File: src/rtl/core/wtfs_pkg.sv
// Shared types and constants for the windowed transfer function sampler.
package wtfs_pkg;

   localparam int MAX_POINTS = 16;
   localparam int PIDX_BITS  = 4;
   localparam int VALUE_BITS = 24;
   localparam int COLOR_BITS = 16;
   localparam int PROD_BITS  = 51;
   localparam int DIVS_BITS  = 25;
   localparam int DCNT_BITS  = 6;

   localparam logic [2:0] CSR_WIDTH   = 3'd0;
   localparam logic [2:0] CSR_CENTER  = 3'd1;
   localparam logic [2:0] CSR_CLAMPED = 3'd2;
   localparam logic [2:0] CSR_DEFMODE = 3'd3;
   localparam logic [2:0] CSR_COUNT   = 3'd4;

   localparam logic       OP_LOAD   = 1'b0;
   localparam logic [1:0] MODE_LIN  = 2'd1;
   localparam logic [1:0] MODE_NEAR = 2'd2;

   typedef logic [3:0][COLOR_BITS-1:0] color_type;

   typedef struct packed {
      logic signed [VALUE_BITS-1:0] pos;
      color_type                    color;
   } point_type;

   typedef struct packed {
      logic                 start;
      logic [PROD_BITS-1:0] dividend;
      logic [DIVS_BITS-1:0] divisor;
   } div_req_type;

   typedef struct packed {
      logic                 done;
      logic [PROD_BITS-1:0] quotient;
      logic [DIVS_BITS-1:0] remainder;
   } div_rsp_type;

   typedef enum logic [3:0] {
      ST_IDLE, ST_MUL, ST_DIV, ST_MAP, ST_SCAN, ST_PICK,
      ST_BL_M1, ST_BL_M2, ST_BL_ADD, ST_BL_DIV, ST_DONE
   } state_type;

endpackage

File: src/rtl/core/wtfs_cell.sv
// One control point cell of the rotating point chain.
module wtfs_cell import wtfs_pkg::*; (
   input  logic      clock,
   input  logic      load_en,
   input  point_type load_point,
   input  logic      shift_en,
   input  point_type shift_point,
   output point_type point
);

   point_type point_ff;

   always_ff @(posedge clock) begin
      if (shift_en) begin
         point_ff <= shift_point;
      end else if (load_en) begin
         point_ff <= load_point;
      end
   end

   assign point = point_ff;

endmodule

File: config.mk
export PLATFORM = sky130hd
export DESIGN_NAME = wtfs_cell
export DESIGN_NICKNAME = d
export VERILOG_FILES = /design/src/rtl/core/wtfs_pkg.sv /design/src/rtl/core/wtfs_cell.sv
export SDC_FILE = /design/constraint.sdc
export NUM_CORES = 1
export LEC_CHECK = 0
export BUFFER_PORTS_ARGS = -buffer_cell sky130_fd_sc_hd__buf_2
export CAP_MARGIN = 20
export CORE_AREA = 2 2 112 114
export DETAILED_ROUTE_END_ITERATION = 8
export DIE_AREA = 0 0 114 116
export PLACE_DENSITY = 0.74
export SLEW_MARGIN = 30
export SYNTH_ARGS = -nofsm -noshare
export SYNTH_HDL_FRONTEND = slang
export SYNTH_SLANG_ARGS = --single-unit
File: constraint.sdc
create_clock -name clock -period 4.25 [get_ports clock]
set_clock_uncertainty 0.1 [all_clocks]
set_input_delay 0.2125 -clock clock [delete_from_list [all_inputs] [get_ports clock]]
set_output_delay 0.2125 -clock clock [all_outputs]
set_load 0.02 [all_outputs]
==> out/metrics.yaml <==
ant_nets: 0
power_density_mw_per_mm2: 419.6
cts-buffers-inserted: 9
htree_levels: 3
ys_ff_latch: 88
synthCells: 187
drt_iter0_drc: 85
grt_setup_unrepaired: "false"
yosys.area.top_type: "edfxtp_1"
timing.final.hold_violations: 0
post_synth_num_cell_types: 6
fin_cells: 608
cts.clk_slew.worst_paths_ns: 0.06
viasPerCell: 4.516
place_inst: 592
finalSetupViolCount: 0
die_area_mm2: 0.01322
grt_max_degree: 49
vias: 2746
seqPwrFrac_pct: 46.9
max_freq_mhz: 568.5
critPathLaunch: "shift_en"
vdd_drop_max_mv: 0.2178
pwr-share-clk_pct: 35.2
place.detailed.hpwl_um: 7158
slew-limit-headroom_pct: 54.48
fin_nets: 635
clk_path_buf_depth: 2
dpl_cell_area_mm2: 0.005221
min_path_cells: 2
portBuffers: 266
regArea_mm2: 0.002643
syn_avg_cell_area_um2: 20.01
grt_pass1_wl_um: 13680
syn_nets: 366
p_int_mw: 1.765
crit_path_end: "point[69]"
wl_per_cell_um: 15.02
die_w_um: 114
syn2layout_area_growth_pct: 47.91
status: "finished clean"
synth_top_area_share_pct: 70.61
gp_congestion: 0.7359
num_rows: 40
netlist_area_mm2: 0.003742
critPathRequiredTime_ns: 4.16
finalWirelength_um: 9134
drv_cap: 0
clockRootBuffer: "clkbuf_16"
finish.utilization_pct: 46.47
cts_tree: "yes"
cp-start-kind: "primary input"
first_pass_iters: 4
grt_use_total_pct: 13.67
pin_count: 267
hold_class: "primary input to flop"
multiInputGateArea_mm2: 0.001033
p_comb_share_pct: 17.9
critical_path_class: "primary input to flop"
slowest_stage: "or2_4"
overflow: 0
post_cts_buffers: 0
synthTopCellsByArea: "edfxtp_1 (71%), mux2_2 (24%), mux2_4 (3.6%)"
cts_hold_buffers: 0
ys_seq_area_share_pct: 70.61
crit_path_max_fanout: 48
drc_errors: 0
period_share_pct: 41.39
drive_gt1_share_pct: 80.48
arrival_ns: 1.67
post-route-min-period_ns: 1.759
cts-resized-gates: 0
grt_pass1_vias: 2948
worst_pin_slew_ns: 0.6828
p_leak_nw: 2.495
synth-warning-count: 0
largest_register_ffs: 88
setup_tns_ns: 0
cp-end-kind: "flop"
max_stage_delay_ns: 0.67
maxSlewViolCount: 0
antenna_found_initial: 2
start_util_pct: 31.42
p_sw_share_pct: 24.01
finalInstanceArea_mm2: 0.005535
cp_cell_sequence: "buf_4 > or2_4 > buf_12"
fp.dieH_um: 116
power.switching_mw: 0.5577
coreArea_mm2: 0.01191
fillCellCount: 1056
diodes: 0
cts.sinks: 88
[how the worst min path moves through the flow]
| stage | to | from | slack [ns] |
|---|---|---|---|
| 2_1_floorplan | point[76] | shift_point[76] | 0.33 |
| 3_3_place_gp | point[84] | shift_point[84] | 0.41 |
| 3_5_place_dp | point[66] | shift_point[66] | 0.42 |
| 4_1_cts | point[66] | shift_point[66] | 0.07 |
| 5_1_grt | point[77] | shift_point[77] | 0.07 |
| 6_report | point[66] | shift_point[66] | 0.08 |
[cell usage after synthesis]
| cell | n |
|---|---|
| edfxtp_1 | 88 |
| mux2_2 | 79 |
| mux2_4 | 9 |
| buf_2 | 7 |
| buf_6 | 3 |
| or2_1 | 1 |
[per-stage QoR]
stage               power (mW)  setup slack [ns]  hold slack [ns]
CTS                      2.356             2.453          0.06579
finish                   2.323             2.491          0.08096
detailed placement       1.530             2.094           0.4172
global placement         1.515             2.061           0.4125
global route             2.421             2.365          0.07083
floorplan                1.341             1.131           0.3300
[metal layers]
layer  up-vias  wire (µm)  track usage (%)
met3        16        753            3.818
met2       156       5016            25.91
li1       1276          -                -
met5         -         13                0
met1      1296       3159            13.44
met4         2        191            7.480
[placed cells by master (no fill, tap or decap)]
cell / count
buf_12: 1
buf_2: 265
buf_4: 2
bufinv_16: 2
clkbuf_1: 2
clkbuf_16: 9
clkinv_2: 1
clkinv_4: 1
clkinvlp_4: 1
edfxtp_1: 88
mux2_2: 79
mux2_4: 9
or2_4: 1
[area by class of cell]
type	count	area share, %
multi-input cells	89	18.67
repair buffers	268	24.59
clock buffers	11	4.204
flip-flops and latches	88	47.74
clock inverters	5	1.469
well taps	147	3.323
[power groups by stage]
stage               clock, mW  combinational, mW  sequential (mW)
global route            0.878              0.445             1.10
CTS                     0.843              0.421             1.09
floorplan                   0              0.102             1.24
detailed placement          0              0.420             1.11
finish                  0.818              0.415             1.09
global placement            0              0.409             1.11
[critical path, delay by kind of cell]
kind	cells	cell delay (ns)
buffers and inverters	2	0.75
AND/OR/NAND/NOR	1	0.67
[cell families after synthesis]
family	after synthesis	synth area share [%]
DFF	88	70.61
buffers and inverters	10	1.839
muxes	88	27.38
and+or+nand+nor	1	0.1673
Power figures use the tool's default switching activity.
