<file path="src/rtl/core/wtfs_pkg.sv">
// Shared types and constants for the windowed transfer function sampler.
package wtfs_pkg;

   localparam int MAX_POINTS = 16;
   localparam int PIDX_BITS  = 4;
   localparam int VALUE_BITS = 24;
   localparam int COLOR_BITS = 16;
   localparam int PROD_BITS  = 51;
   localparam int DIVS_BITS  = 25;
   localparam int DCNT_BITS  = 6;

   localparam logic [2:0] CSR_WIDTH   = 3'd0;
   localparam logic [2:0] CSR_CENTER  = 3'd1;
   localparam logic [2:0] CSR_CLAMPED = 3'd2;
   localparam logic [2:0] CSR_DEFMODE = 3'd3;
   localparam logic [2:0] CSR_COUNT   = 3'd4;

   localparam logic       OP_LOAD   = 1'b0;
   localparam logic [1:0] MODE_LIN  = 2'd1;
   localparam logic [1:0] MODE_NEAR = 2'd2;

   typedef logic [3:0][COLOR_BITS-1:0] color_type;

   typedef struct packed {
      logic signed [VALUE_BITS-1:0] pos;
      color_type                    color;
   } point_type;

   typedef struct packed {
      logic                 start;
      logic [PROD_BITS-1:0] dividend;
      logic [DIVS_BITS-1:0] divisor;
   } div_req_type;

   typedef struct packed {
      logic                 done;
      logic [PROD_BITS-1:0] quotient;
      logic [DIVS_BITS-1:0] remainder;
   } div_rsp_type;

   typedef enum logic [3:0] {
      ST_IDLE, ST_MUL, ST_DIV, ST_MAP, ST_SCAN, ST_PICK,
      ST_BL_M1, ST_BL_M2, ST_BL_ADD, ST_BL_DIV, ST_DONE
   } state_type;

endpackage

</file>
<file path="src/rtl/core/wtfs_div.sv">
// Restoring divider, one quotient bit per cycle.
module wtfs_div import wtfs_pkg::*; (
   input  logic        clock,
   input  logic        reset,
   input  div_req_type req,
   output div_rsp_type rsp
);

   logic                 busy_ff;
   logic                 done_ff;
   logic [DCNT_BITS-1:0] cnt_ff;
   logic [PROD_BITS-1:0] quo_ff;
   logic [DIVS_BITS-1:0] rem_ff;
   logic [DIVS_BITS-1:0] dvs_ff;
   logic [DIVS_BITS:0]   trial;
   logic                 fits;

   assign trial = {rem_ff, quo_ff[PROD_BITS-1]};
   assign fits  = trial >= {1'b0, dvs_ff};

   always_ff @(posedge clock) begin
      if (reset) begin
         busy_ff <= 1'b0;
         done_ff <= 1'b0;
      end else begin
         done_ff <= 1'b0;
         if (req.start) begin
            busy_ff <= 1'b1;
         end else if (busy_ff && cnt_ff == DCNT_BITS'(PROD_BITS - 1)) begin
            busy_ff <= 1'b0;
            done_ff <= 1'b1;
         end
      end
   end

   always_ff @(posedge clock) begin
      if (req.start) begin
         quo_ff <= req.dividend;
         rem_ff <= '0;
         dvs_ff <= req.divisor;
         cnt_ff <= '0;
      end else if (busy_ff) begin
         quo_ff <= {quo_ff[PROD_BITS-2:0], fits};
         rem_ff <= fits ? DIVS_BITS'(trial - {1'b0, dvs_ff}) : trial[DIVS_BITS-1:0];
         cnt_ff <= cnt_ff + 1'b1;
      end
   end

   assign rsp.done      = done_ff;
   assign rsp.quotient  = quo_ff;
   assign rsp.remainder = rem_ff;

endmodule

</file>
<file path="config.mk">
export PLATFORM = sky130hd
export DESIGN_NAME = wtfs_div
export DESIGN_NICKNAME = d
export VERILOG_FILES = /design/src/rtl/core/wtfs_pkg.sv /design/src/rtl/core/wtfs_div.sv
export SDC_FILE = /design/constraint.sdc
export NUM_CORES = 1
export LEC_CHECK = 0
export ABC_AREA = 1
export BUFFER_PORTS_ARGS = -buffer_cell sky130_fd_sc_hd__buf_2
export CAP_MARGIN = 5
export CORE_UTILIZATION = 49
export CTS_CLUSTER_SIZE = 8
export DETAILED_ROUTE_END_ITERATION = 8
export PLACE_DENSITY = 0.77
export SLEW_MARGIN = 20
export SYNTH_ARGS = -nofsm -noshare
export SYNTH_HDL_FRONTEND = slang
export SYNTH_SLANG_ARGS = --single-unit
</file>
<file path="constraint.sdc">
create_clock -name clock -period 2.2 [get_ports clock]
set_clock_uncertainty 0.2 [all_clocks]
set_input_delay 0 -clock clock [delete_from_list [all_inputs] [get_ports clock]]
set_output_delay 0 -clock clock [all_outputs]
set_load 0.1 [all_outputs]
</file>
==> results of run 1 <==
metrics by stage:
stage,utilization,cells
3_3_place_gp,0.6144,1248
3_5_place_dp,0.6144,1248
2_1_floorplan,-,898
5_1_grt,0.7360,1349
6_report,0.7360,1349
4_1_cts,0.6996,1343
per-layer routing:
metal,track usage,up-vias
li1,-,3353
met3,0.05098,43
met5,0,-
met4,0.1266,0
met2,0.4996,341
met1,0.3544,3071
worst max path at each step:
stage | startpoint | end | slack (ps) | cells past startpoint
floorplan | quo_ff[50]$_DFFE_PP_ | quo_ff[0]$_DFFE_PP_ | -460 | 11
global placement | quo_ff[50]$_DFFE_PP_ | rem_ff[14]$_SDFFE_PP0P_ | 20 | 14
detailed placement | quo_ff[50]$_DFFE_PP_ | rem_ff[16]$_SDFFE_PP0P_ | -40 | 14
CTS | dvs_ff[6]$_DFFE_PP_ | rem_ff[10]$_SDFFE_PP0P_ | 9 | 12
global route | quo_ff[50]$_DFFE_PP_ | quo_ff[0]$_DFFE_PP_ | -100 | 11
finish | quo_ff[50]$_DFFE_PP_ | quo_ff[0]$_DFFE_PP_ | -20 | 11
logic make-up (layout without fill, tap and decap cells):
family,count (synthesis),after routing,share of synthesized area
AOI/OAI and AO/OA,22,22,0.01961
buffers and inverters,175,454,0.1049
DFF,109,109,0.4520
and+or+nand+nor,553,553,0.3536
xor gates and xnor gates,11,11,0.01480
adders and majority gates,28,28,0.05497
timing repair:
item                                    in CTS  in global routing
endpoints found under the setup margin       9                 26
pin swaps                                    2                 25
resized for setup                            5                 96
endpoints found under the hold margin       92                  0
setup buffers                                1                  5
hold buffers                                78                  0
cloned                                       0                  1
flip-flops by register name, summed over array words and instances, names as in the netlist:
signal   count
quo_ff      51
cnt_ff       6
done_ff      1
dvs_ff      25
rem_ff      25
busy_ff      1
layout make-up:
class                   count  share of cell area
multi-input cells         614              0.3529
flip-flops and latches    109              0.3161
repair buffers            287              0.2167
inverters                 151             0.06095
clock buffers               9             0.02396
well taps                 172             0.02289
clock inverters             7            0.006521
placed cells by master, fill, tap and decap left out, types with 23 or more instances in the layout:
master | Yosys | final
sky130_fd_sc_hd__nand2_1 | 420 | 383
sky130_fd_sc_hd__buf_2 | 6 | 155
sky130_fd_sc_hd__inv_1 | 144 | 135
sky130_fd_sc_hd__dlygate4sd3_1 | 0 | 78
sky130_fd_sc_hd__edfxtp_1 | 76 | 76
sky130_fd_sc_hd__buf_4 | 1 | 47
sky130_fd_sc_hd__nand3_1 | 45 | 39
sky130_fd_sc_hd__nand2_2 | 2 | 33
sky130_fd_sc_hd__nand4_1 | 33 | 33
sky130_fd_sc_hd__dfxtp_2 | 0 | 23
power breakdown:
part / switching (mW) / leakage (nW) / internal, mW
Combinational: 1.17 / 3.74 / 0.418
Clock: 0.825 / 0.138 / 0.785
Sequential: 0.0800 / 1.05 / 2.36
Total: 2.08 / 4.93 / 3.57
cell usage after synthesis:
cell type | number | area share
sky130_fd_sc_hd__a31oi_1 | 1 | 0.00096
sky130_fd_sc_hd__nand4_1 | 33 | 0.032
sky130_fd_sc_hd__clkbuf_1 | 15 | 0.0086
sky130_fd_sc_hd__nor3_1 | 5 | 0.0038
sky130_fd_sc_hd__o21ai_0 | 3 | 0.0023
sky130_fd_sc_hd__nor4_1 | 1 | 0.00096
sky130_fd_sc_hd__nand3b_1 | 4 | 0.0046
sky130_fd_sc_hd__nor2_2 | 4 | 0.0038
sky130_fd_sc_hd__inv_1 | 144 | 0.083
sky130_fd_sc_hd__nor3_2 | 1 | 0.0015
sky130_fd_sc_hd__edfxtp_1 | 76 | 0.35
sky130_fd_sc_hd__fa_1 | 1 | 0.0031
sky130_fd_sc_hd__ha_1 | 27 | 0.052
sky130_fd_sc_hd__buf_6 | 2 | 0.0035
sky130_fd_sc_hd__o21a_1 | 1 | 0.0012
sky130_fd_sc_hd__a21oi_1 | 15 | 0.012
sky130_fd_sc_hd__nor2_1 | 31 | 0.018
sky130_fd_sc_hd__nand2_2 | 2 | 0.0019
sky130_fd_sc_hd__dfxtp_1 | 33 | 0.10
sky130_fd_sc_hd__buf_2 | 6 | 0.0046
sky130_fd_sc_hd__nand2_1 | 420 | 0.24
sky130_fd_sc_hd__inv_2 | 5 | 0.0029
sky130_fd_sc_hd__xnor2_1 | 10 | 0.013
sky130_fd_sc_hd__a211oi_1 | 1 | 0.0012
sky130_fd_sc_hd__nor3b_1 | 2 | 0.0023
sky130_fd_sc_hd__nand3_4 | 2 | 0.0054
sky130_fd_sc_hd__buf_4 | 1 | 0.0012
sky130_fd_sc_hd__nand3_1 | 45 | 0.035
sky130_fd_sc_hd__clkinv_1 | 2 | 0.0012
sky130_fd_sc_hd__xor2_1 | 1 | 0.0013
sky130_fd_sc_hd__or2_1 | 1 | 0.00096
sky130_fd_sc_hd__a21oi_4 | 1 | 0.0025
sky130_fd_sc_hd__and2_1 | 2 | 0.0019
==> impl_metrics.csv, run 1 <==
group,metric,value,unit
worst_setup_path,capture_instance_of_the_worst_register_to_register_path,"quo_ff[0]$_DFFE_PP_",
flow_run,max_cap_violations,0,
worst_setup_path,timing.critical_path.arrival,2150,ps
worst_setup_path,rr_startpoint,"quo_ff[50]$_DFFE_PP_",
timing,tightest_slew,952.6,ps
yosys,area_of_the_mapped_netlist,0.006510,mm^2
yosys,synth_area_per_cell,7.249,um^2
detailed_routing,met3_wirelength,1674,um
yosys,synth-seq-cells,109,
detailed_routing,met2_wirelength,9670,um
detailed_routing,antenna_violating_nets_post_route,0,
yosys,sequential_area_share_after_synthesis,0.4520,
layout,layout.nets,1279,
detailed_routing,routed_wire_length_per_instance,14.65,um
layout,insertedDiodeCount,0,
timing,grt_setup_unrepaired,"yes",
global_route,global_route_wire_length_before_repair,30130,um
timing,finalHoldViolations,0,
worst_setup_path,critical_path.top_delay_family,"simple AND/OR/NAND/NOR gates",
layout,seqCellArea,0.002972,mm^2
pwr,ir_worst_vdd,0.5799,mV
layout,n_fill_cell,897,
placement,port_buffers,155,
worst_setup_path,timing.reg2reg.worst_path_depth,11,
yosys,postSynthCellCount,898,
layout,multi_input_gate_area,0.003318,mm^2
detailed_routing,drt_first_pass_iters,5,
placement,placed_area,0.007848,mm^2
clocking,clk_path_buf_depth,2,
timing,fin_hold_ws,141.5,ps
detailed_routing,post-route-drc-count,0,
status,outcome,"finished, violations left",
worst_setup_path,cp_max_fo,7,
floorplan,die_height,117.3,um
pwr,power_leakage,4.928,nW
layout,layout-drive-gt1-share,0.3008,
hold_path,min_delay_worst_endpoint,"dvs_ff[5]$_DFFE_PP_",
clocking,clock_latency,370,ps
global_route,vias_in_the_first_global_route,6372,
status,failed_checks,"setup timing",
detailed_routing,detail_route.wirelength,19760,um
floorplan,floorplan.die_area,0.01375,mm^2
global_route,grt_antenna_before_repair,0,
timing,post-route-period-util,1.007,
global_route,gr-total-overflow,0,
global_route,grt_start_max_net_pins,55,
layout,layout-area-overhead-vs-synth,44.42,%
worst_setup_path,r2r_slack,-20,ps
timing,tightest_slew_margin_relative_to_the_limit,0.3650,
hold_path,hp-start,"req[5]",
detailed_routing,route.layer.met1.wl,7825,um
timing,timing.final.crit_period,2216,ps
clocking,cts_sinks,109,
detailed_routing,routed-via-count,6808,
worst_setup_path,critPathKind,"flip-flop to flip-flop",
worst_setup_path,worstSetupStartpointType,"flip-flop",
floorplan,num_rows,41,
hold_path,whs_path_depth,2,
pwr,cell_area_power_density,600.5,mW/mm^2
hold_path,worst_hold_path_type,"input pin to flip-flop",
worst_setup_path,cp_num_buf_inv,3,
timing,slew_viol_final,0,
yosys,number_of_nets_produced_by_synthesis,1005,
global_route,grt.total_usage,0.2893,
timing,maxClockFrequency,451.3,MHz
layout,design_area,0.009402,mm^2
yosys,synth_cell_type_count,33,
yosys,number_of_warnings_reported_in_the_yosys_synthesis_log,0,
worst_setup_path,worst_path_max_delay_cell,"sky130_fd_sc_hd__edfxtp_1",
timing,final_critical_path_setup_slack,-15.71,ps
worst_setup_path,critical-path-max-stage-delay,400,ps
placement,gpl.final_weighted_congestion,0.9532,
floorplan,dieWidth,117.3,um
floorplan,initial_core_util,0.5096,
detailed_routing,topRoutingLayerUsed,"met4",
worst_setup_path,critPathRequiredTime,2130,ps
worst_setup_path,crit_path_end_kind,"flip-flop",
clocking,cts_buffers,9,
placement,detailedPlace.worstSlack,-35.68,ps
detailed_routing,drt_first_iter_violations,458,
clocking,htreeDepth,3,
floorplan,design.portCount,156,
worst_setup_path,worstPathCellList,"inv_2 > ha_4 > inv_4 > fa_2 > nand3_2 > nand3_4 > nand2_4 > nand3_4 > buf_12 > nand2_4 > nand2_2",
clocking,cts.clk_slew.worst_paths,80,ps
clocking,cts_tree,"yes",
placement,dp_hpwl,12260,um
timing,report.final.setup_viol,1,
timing,setup-tns-final,-15.71,ps
detailed_routing,vias_per_cell,5.047,
floorplan,core_region_area,0.01277,mm^2
pwr,power,5.646,mW
clocking,root_buffer,"sky130_fd_sc_hd__clkbuf_16",
No activity file was read; power rests on OpenSTA's default activity.
==> inputs of run 2 (changes only) <==
--- a/config.mk
+++ b/config.mk
@@ -8,6 +8,7 @@
 export ABC_AREA = 1
 export BUFFER_PORTS_ARGS = -buffer_cell sky130_fd_sc_hd__buf_2
 export CAP_MARGIN = 5
+export CORE_ASPECT_RATIO = 0.75
 export CORE_UTILIZATION = 49
 export CTS_CLUSTER_SIZE = 8
 export DETAILED_ROUTE_END_ITERATION = 8
==> impl_metrics.csv, run 2 (synthesis gave the netlist of run 1 again) <==
group,metric,value,unit
status,outcome,"finished, violations left",
status,failed_checks,"setup timing",
timing,tightest_slew,562.8,ps
worst_setup_path,critPathKind,"flip-flop to flip-flop",
timing,slew_viol_final,0,
worst_setup_path,cp_max_fo,3,
floorplan,core_region_area,0.01297,mm^2
layout,largest_register_ff_count,51,
timing,grt_setup_unrepaired,"yes",
layout,largestRegisters,"quo_ff x51, dvs_ff x25, rem_ff x25",
detailed_routing,antenna_violating_nets_post_route,0,
worst_setup_path,worstPathCellList,"inv_2 > ha_4 > inv_2 > fa_2 > nand2_1 > nand2_2 > nand3_1 > nand2_2 > nand2_2 > nand4_1 > nand2_2 > nand2_4 > nand3_2 > nand2_1",
pwr,ir_worst_vdd,0.5535,mV
timing,timing.final.crit_period,2241,ps
detailed_routing,drt_first_iter_violations,510,
detailed_routing,detail_route.wirelength,20890,um
timing,tightest_slew_margin_relative_to_the_limit,0.6248,
global_route,grt.total_usage,0.2913,
timing,setup-tns-final,-96.62,ps
clocking,htreeDepth,3,
floorplan,design.portCount,156,
timing,post-route-period-util,1.018,
layout,layout-drive-gt1-share,0.3342,
layout,n_fill_cell,929,
floorplan,initial_core_util,0.5018,
worst_setup_path,crit_path_end_kind,"flip-flop",
hold_path,worst_hold_path_type,"input pin to flip-flop",
placement,port_buffers,155,
pwr,power,5.831,mW
clocking,cts_sinks,109,
worst_setup_path,critical_path.most_common_cell,"sky130_fd_sc_hd__nand2_2",
clocking,clk_path_buf_depth,2,
placement,gpl.final_weighted_congestion,0.9751,
layout,top_register,"quo_ff",
placement,dp_hpwl,13200,um
floorplan,num_rows,36,
worst_setup_path,timing.critical_path.arrival,2300,ps
timing,finalHoldViolations,0,
clocking,cts.clk_slew.worst_paths,80,ps
floorplan,die_height,101.8,um
floorplan,dieWidth,135.1,um
worst_setup_path,worstSetupStartpointType,"flip-flop",
worst_setup_path,critPathRequiredTime,2260,ps
timing,fin_hold_ws,140.2,ps
detailed_routing,drt_first_pass_iters,5,
worst_setup_path,worst_path_max_delay_cell,"sky130_fd_sc_hd__edfxtp_1",
layout,finish.utilization,0.7445,
pwr,power_leakage,5.013,nW
timing,report.final.setup_viol,4,
detailed_routing,routed-via-count,6996,
global_route,grt_antenna_before_repair,0,
clocking,cts_buffers,9,
flow_run,max_cap_violations,0,
global_route,global_route_wire_length_before_repair,31090,um
timing,final_critical_path_setup_slack,-40.55,ps
layout,layout_commonest_cell,"sky130_fd_sc_hd__nand2_1",
pwr,cell_area_power_density,603.7,mW/mm^2
layout,insertedDiodeCount,0,
layout,commonest_cells_after_routing_fill_and_taps_aside,"sky130_fd_sc_hd__nand2_1 (366), sky130_fd_sc_hd__buf_2 (155), sky130_fd_sc_hd__inv_1 (132), sky130_fd_sc_hd__dlygate4sd3_1 (78), sky130_fd_sc_hd__edfxtp_1 (76)",
layout,layout-area-overhead-vs-synth,48.36,%
clocking,root_buffer,"sky130_fd_sc_hd__clkbuf_16",
clocking,cts_tree,"yes",
detailed_routing,vias_per_cell,5.182,
global_route,grt_start_max_net_pins,47,
layout,layout.nets,1281,
clocking,clock_latency,370,ps
floorplan,floorplan.die_area,0.01376,mm^2
detailed_routing,post-route-drc-count,0,
global_route,gr-total-overflow,0,
global_route,vias_in_the_first_global_route,6467,
detailed_routing,routed_wire_length_per_instance,15.47,um
timing,maxClockFrequency,446.3,MHz
worst_setup_path,critical-path-max-stage-delay,410,ps
run 2: cell types whose count changed in the layout (fill, tap and decap cells not counted), sizes merged:
| cell | previous run | this run |
|---|---|---|
| inv | 150 | 153 |
| clkinvlp | 2 | 1 |
| clkbuf | 10 | 11 |
| clkinv | 6 | 3 |
| buf | 208 | 209 |
| bufinv | 0 | 1 |
run 2: cell type report:
cell class / instances / area (um^2) / area share
Multi-Input combinational cell: 614 / 3518 / 0.3643
Sequential cell: 109 / 2972 / 0.3077
Timing Repair Buffer: 289 / 2068 / 0.2141
Inverter: 151 / 570.5 / 0.05908
Clock buffer: 9 / 225.2 / 0.02332
Tap cell: 171 / 214.0 / 0.02215
Clock inverter: 7 / 90.09 / 0.009328
run 2: routing by layer:
metal / GRT usage / vias to the layer above / part of all wire
li1: - / 3357 / -
met1: 0.3808 / 3196 / 0.42
met2: 0.4817 / 393 / 0.47
met3: 0.07440 / 50 / 0.096
met4: 0.08038 / 0 / 0.022
met5: 0 / - / 0
run 2: final timing paths:
path,startpoint,end,slack (ps),cells past startpoint
worst max-delay path,quo_ff[50]$_DFFE_PP_,rem_ff[22]$_SDFFE_PP0P_,-40,14
worst min-delay path,req[18],dvs_ff[18]$_DFFE_PP_,140,2
worst max register to register,quo_ff[50]$_DFFE_PP_,rem_ff[22]$_SDFFE_PP0P_,-40,14
worst min register to register,rem_ff[15]$_SDFFE_PP0P_,rem_ff[15]$_SDFFE_PP0P_,270,2
run 2: stage by stage:
| stage | area, um^2 | worst slack (ps) | std cells |
|---|---|---|---|
| floorplan | 6571 | -456.3 | 898 |
| global placement | 7834 | -7.621 | 1247 |
| CTS | 8954 | 0.5407 | 1341 |
| detailed placement | 7834 | -34.99 | 1247 |
| finish | 9658 | -40.55 | 1350 |
| global route | 9658 | -109.4 | 1350 |
run 2: timing repair:
item,in CTS,in global routing
gates cloned,0,2
pin swaps,3,37
buffers inserted,0,7
endpoints found under the setup margin,11,26
hold buffers,78,0
resized for setup,4,147
endpoints found under the hold margin,80,0
run 2: report_power, final:
part,switching (mW),internal (mW)
clock,0.843,0.916
sequential,0.0833,2.37
combinational,1.19,0.431
run 2: worst max-delay path: cells and delay by family, from the launching register on:
kind	cells	cell delay, ps
simple gates	10	880
fa+ha+maj	2	500
flops	1	410
buf+inv	2	140
==> inputs of run 3 (changes only) <==
--- a/config.mk
+++ b/config.mk
@@ -5,11 +5,10 @@
 export SDC_FILE = /design/constraint.sdc
 export NUM_CORES = 1
 export LEC_CHECK = 0
-export ABC_AREA = 1
 export BUFFER_PORTS_ARGS = -buffer_cell sky130_fd_sc_hd__buf_2
 export CAP_MARGIN = 5
 export CORE_ASPECT_RATIO = 0.75
-export CORE_UTILIZATION = 49
+export CORE_UTILIZATION = 48
 export CTS_CLUSTER_SIZE = 8
 export DETAILED_ROUTE_END_ITERATION = 8
 export PLACE_DENSITY = 0.77
==> impl_metrics.csv, run 3 <==
group,metric,value,unit
placement,placed_area,0.007621,mm^2
clocking,cts_buffers,9,
timing,maxClockFrequency,320.8,MHz
yosys,area_of_the_mapped_netlist,0.005871,mm^2
layout,finish.utilization,0.7566,
layout,layout-area-overhead-vs-synth,51.32,%
yosys,synthTopCellsByArea,"sky130_fd_sc_hd__edfxtp_1 (39%), sky130_fd_sc_hd__dfxtp_1 (11%), sky130_fd_sc_hd__mux2_2 (10%)",
detailed_routing,post-route-drc-count,0,
worst_setup_path,timing.critical_path.arrival,3150,ps
detailed_routing,drt_first_iter_violations,282,
yosys,synth_cell_type_count,60,
clocking,htreeDepth,3,
hold_path,worst_hold_path_type,"input pin to flip-flop",
global_route,global_route_wire_length_before_repair,26870,um
status,outcome,"finished, violations left",
floorplan,initial_core_util,0.5000,
floorplan,num_rows,34,
clocking,clk_path_buf_depth,2,
yosys,synth-seq-cells,109,
yosys,synth_top_family_by_area,"compound AO/OA/AOI/OAI gates",
worst_setup_path,rr_startpoint,"quo_ff[50]$_DFFE_PP_",
layout,commonest_cells_after_routing_fill_and_taps_aside,"sky130_fd_sc_hd__buf_2 (154), sky130_fd_sc_hd__buf_4 (110), sky130_fd_sc_hd__dlygate4sd3_1 (78), sky130_fd_sc_hd__edfxtp_1 (76), sky130_fd_sc_hd__mux2_2 (51)",
layout,top_register,"quo_ff",
yosys,synth-async-reset-ratio,0,
yosys,post_synth_mux_area_share,0.1168,
floorplan,dieWidth,129.7,um
detailed_routing,drt_first_pass_iters,5,
yosys,yosys_most_used_dff,"sky130_fd_sc_hd__edfxtp_1",
detailed_routing,routed_wire_length_per_instance,16.45,um
yosys,synth_top_cells_by_count,"sky130_fd_sc_hd__edfxtp_1 (76), sky130_fd_sc_hd__nor2_1 (53), sky130_fd_sc_hd__mux2_2 (52)",
layout,layout-drive-gt1-share,0.4327,
timing,finalHoldViolations,0,
placement,placed_cells_incl_taps,930,
worst_setup_path,critPathRequiredTime,2230,ps
floorplan,floorplan.die_area,0.01268,mm^2
pwr,power_leakage,4.025,nW
layout,multi_input_gate_area,0.002783,mm^2
worst_setup_path,worstSetupStartpointType,"flip-flop",
yosys,yosysTopAreaCellShare,0.3887,
timing,slew_viol_final,0,
yosys,top_cell_type_by_total_area_after_synthesis,"sky130_fd_sc_hd__edfxtp_1",
placement,port_buffers,155,
layout,largest_register_ff_count,51,
timing,report.final.setup_viol,26,
layout,n_fill_cell,812,
placement,gpl.final_weighted_congestion,0.9114,
detailed_routing,antenna_violating_nets_post_route,0,
layout,seqCellArea,0.002945,mm^2
worst_setup_path,endpoint,"rem_ff[20]$_SDFFE_PP0P_",
worst_setup_path,critPathKind,"flip-flop to flip-flop",
global_route,grt_start_max_net_pins,53,
layout,largestRegisters,"quo_ff x51, dvs_ff x25, rem_ff x25",
layout,fin_cells,1032,
detailed_routing,routed-via-count,5431,
clocking,clock_latency,350,ps
yosys,postSynthCellCount,526,
timing,tightest_slew_margin_relative_to_the_limit,0.5803,
yosys,synth-compound-area-share,0.1424,
timing,tightest_slew,628.9,ps
yosys,number_of_nets_produced_by_synthesis,633,
clocking,cts_sinks,109,
placement,dp_hpwl,11400,um
detailed_routing,vias_per_cell,5.263,
layout,design_area,0.008884,mm^2
yosys,yosysMostFrequentCell,"sky130_fd_sc_hd__edfxtp_1",
worst_setup_path,cp_max_fo,3,
flow_run,max_cap_violations,0,
global_route,vias_in_the_first_global_route,5574,
yosys,number_of_warnings_reported_in_the_yosys_synthesis_log,0,
yosys,synth_area_per_cell,11.16,um^2
timing,post-route-period-util,1.417,
timing,final_critical_path_setup_slack,-917.1,ps
floorplan,die_height,97.78,um
clocking,root_buffer,"sky130_fd_sc_hd__clkbuf_16",
layout,layout_commonest_cell,"sky130_fd_sc_hd__buf_2",
global_route,grt.total_usage,0.2736,
yosys,synthSimpleGateAreaFrac,0.1074,
worst_setup_path,timing.reg2reg.worst_path_depth,13,
floorplan,design.portCount,156,
worst_setup_path,worst_setup_path_startpoint,"quo_ff[50]$_DFFE_PP_",
clocking,cts.clk_slew.worst_paths,70,ps
yosys,synth-xor-area-share,0.02536,
layout,layout.nets,971,
floorplan,core_region_area,0.01174,mm^2
timing,fin_hold_ws,156.3,ps
clocking,cts_tree,"yes",
yosys,synth_edf_count,76,
global_route,gr-total-overflow,0,
global_route,grt_antenna_before_repair,1,
status,failed_checks,"setup timing",
yosys,sequential_area_share_after_synthesis,0.5013,
pwr,ir_worst_vdd,0.6586,mV
timing,grt_setup_unrepaired,"yes",
yosys,adder_cell_fraction_of_synth_area,0.06095,
worst_setup_path,crit_path_end_kind,"flip-flop",
placement,detailedPlace.worstSlack,-882.3,ps
pwr,cell_area_power_density,742.1,mW/mm^2
detailed_routing,detail_route.wirelength,16970,um
worst_setup_path,capture_instance_of_the_worst_register_to_register_path,"rem_ff[20]$_SDFFE_PP0P_",
timing,timing.final.crit_period,3117,ps
worst_setup_path,r2r_slack,-920,ps
run 3: changes by cell type in the layout (fill, tap and decap cells not counted), sizes merged, moves of 10 or more:
cell    change
buf        +64
o21ai      +12
inv       -115
nand2     -398
a21oi      +17
nor2       +18
a211oi     +17
nand4      -27
mux2i      +10
mux2       +52
nand3      -38
run 3: worst min path at each step:
| stage | from | endpoint | slack (ps) | cells after the start |
|---|---|---|---|---|
| floorplan | reset | busy_ff$_SDFFE_PP0P_ | -130 | 1 |
| global placement | reset | busy_ff$_SDFFE_PP0P_ | -20 | 2 |
| detailed placement | req[3] | dvs_ff[3]$_DFFE_PP_ | -20 | 1 |
| CTS | req[6] | dvs_ff[6]$_DFFE_PP_ | 140 | 2 |
| global route | req[5] | dvs_ff[5]$_DFFE_PP_ | 150 | 2 |
| finish | req[6] | dvs_ff[6]$_DFFE_PP_ | 160 | 2 |
run 3: cells by family (layout without fill, tap and decap cells):
family,count (synthesis),after routing
AND/OR/NAND/NOR,130,130
AO/OA/AOI/OAI,118,119
flip-flops,109,109
multiplexers,62,62
buffers and inverters,62,404
adder cells (fa/ha/maj),28,28
XOR/XNOR,17,17
other,0,1
run 3: report_power, final:
part	total (mW)	internal [mW]	switching (mW)
logic	2.40	0.779	1.62
registers	2.49	2.40	0.0933
clock network	1.70	0.934	0.763
total	6.59	4.11	2.48
run 3: timing repair:
action | in CTS | in global routing
buffers inserted | 2 | 3
hold endpoints to repair | 84 | 0
hold buffers | 78 | 0
endpoints found under the setup margin | 26 | 26
pin swaps | 9 | 8
gates resized for setup | 20 | 5
cloned | 2 | 0
run 3: cell type report:
type	count	area share
multi-input cells	356	0.3132
repair buffers	351	0.2810
well taps	162	0.02282
flip-flops and latches	109	0.3315
clock buffers	11	0.02732
clock inverters	5	0.007746
diodes	1	0.0002817
inverters	37	0.01606
run 3: metrics by stage:
step	TNS [ps]	total power, mW
floorplan	-27430	4.124
global placement	-19170	4.677
detailed placement	-21870	4.728
CTS	-20390	6.575
global route	-24920	6.844
finish	-20770	6.592
run 3: metal layers:
metal	up-vias	routed length [um]	GRT usage	share of wire
met5	-	0	0	0
li1	2624	-	-	-
met3	35	788	0.05151	0.046
met4	0	386	0.08318	0.023
met1	2599	7478	0.3533	0.44
met2	173	8318	0.4648	0.49
run 3: worst max-delay path, cell delays in order (launching register included):
cell and delay (ps):
sky130_fd_sc_hd__edfxtp_1 400, sky130_fd_sc_hd__inv_1 90, sky130_fd_sc_hd__ha_2 200, sky130_fd_sc_hd__inv_2 50, sky130_fd_sc_hd__fa_2 360, sky130_fd_sc_hd__a21o_1 200, sky130_fd_sc_hd__a221oi_4 300, sky130_fd_sc_hd__buf_4 170
sky130_fd_sc_hd__a211oi_2 70, sky130_fd_sc_hd__and4bb_1 340, sky130_fd_sc_hd__o31ai_2 100, sky130_fd_sc_hd__xor2_1 190, sky130_fd_sc_hd__mux2i_2 220, sky130_fd_sc_hd__a211oi_2 100
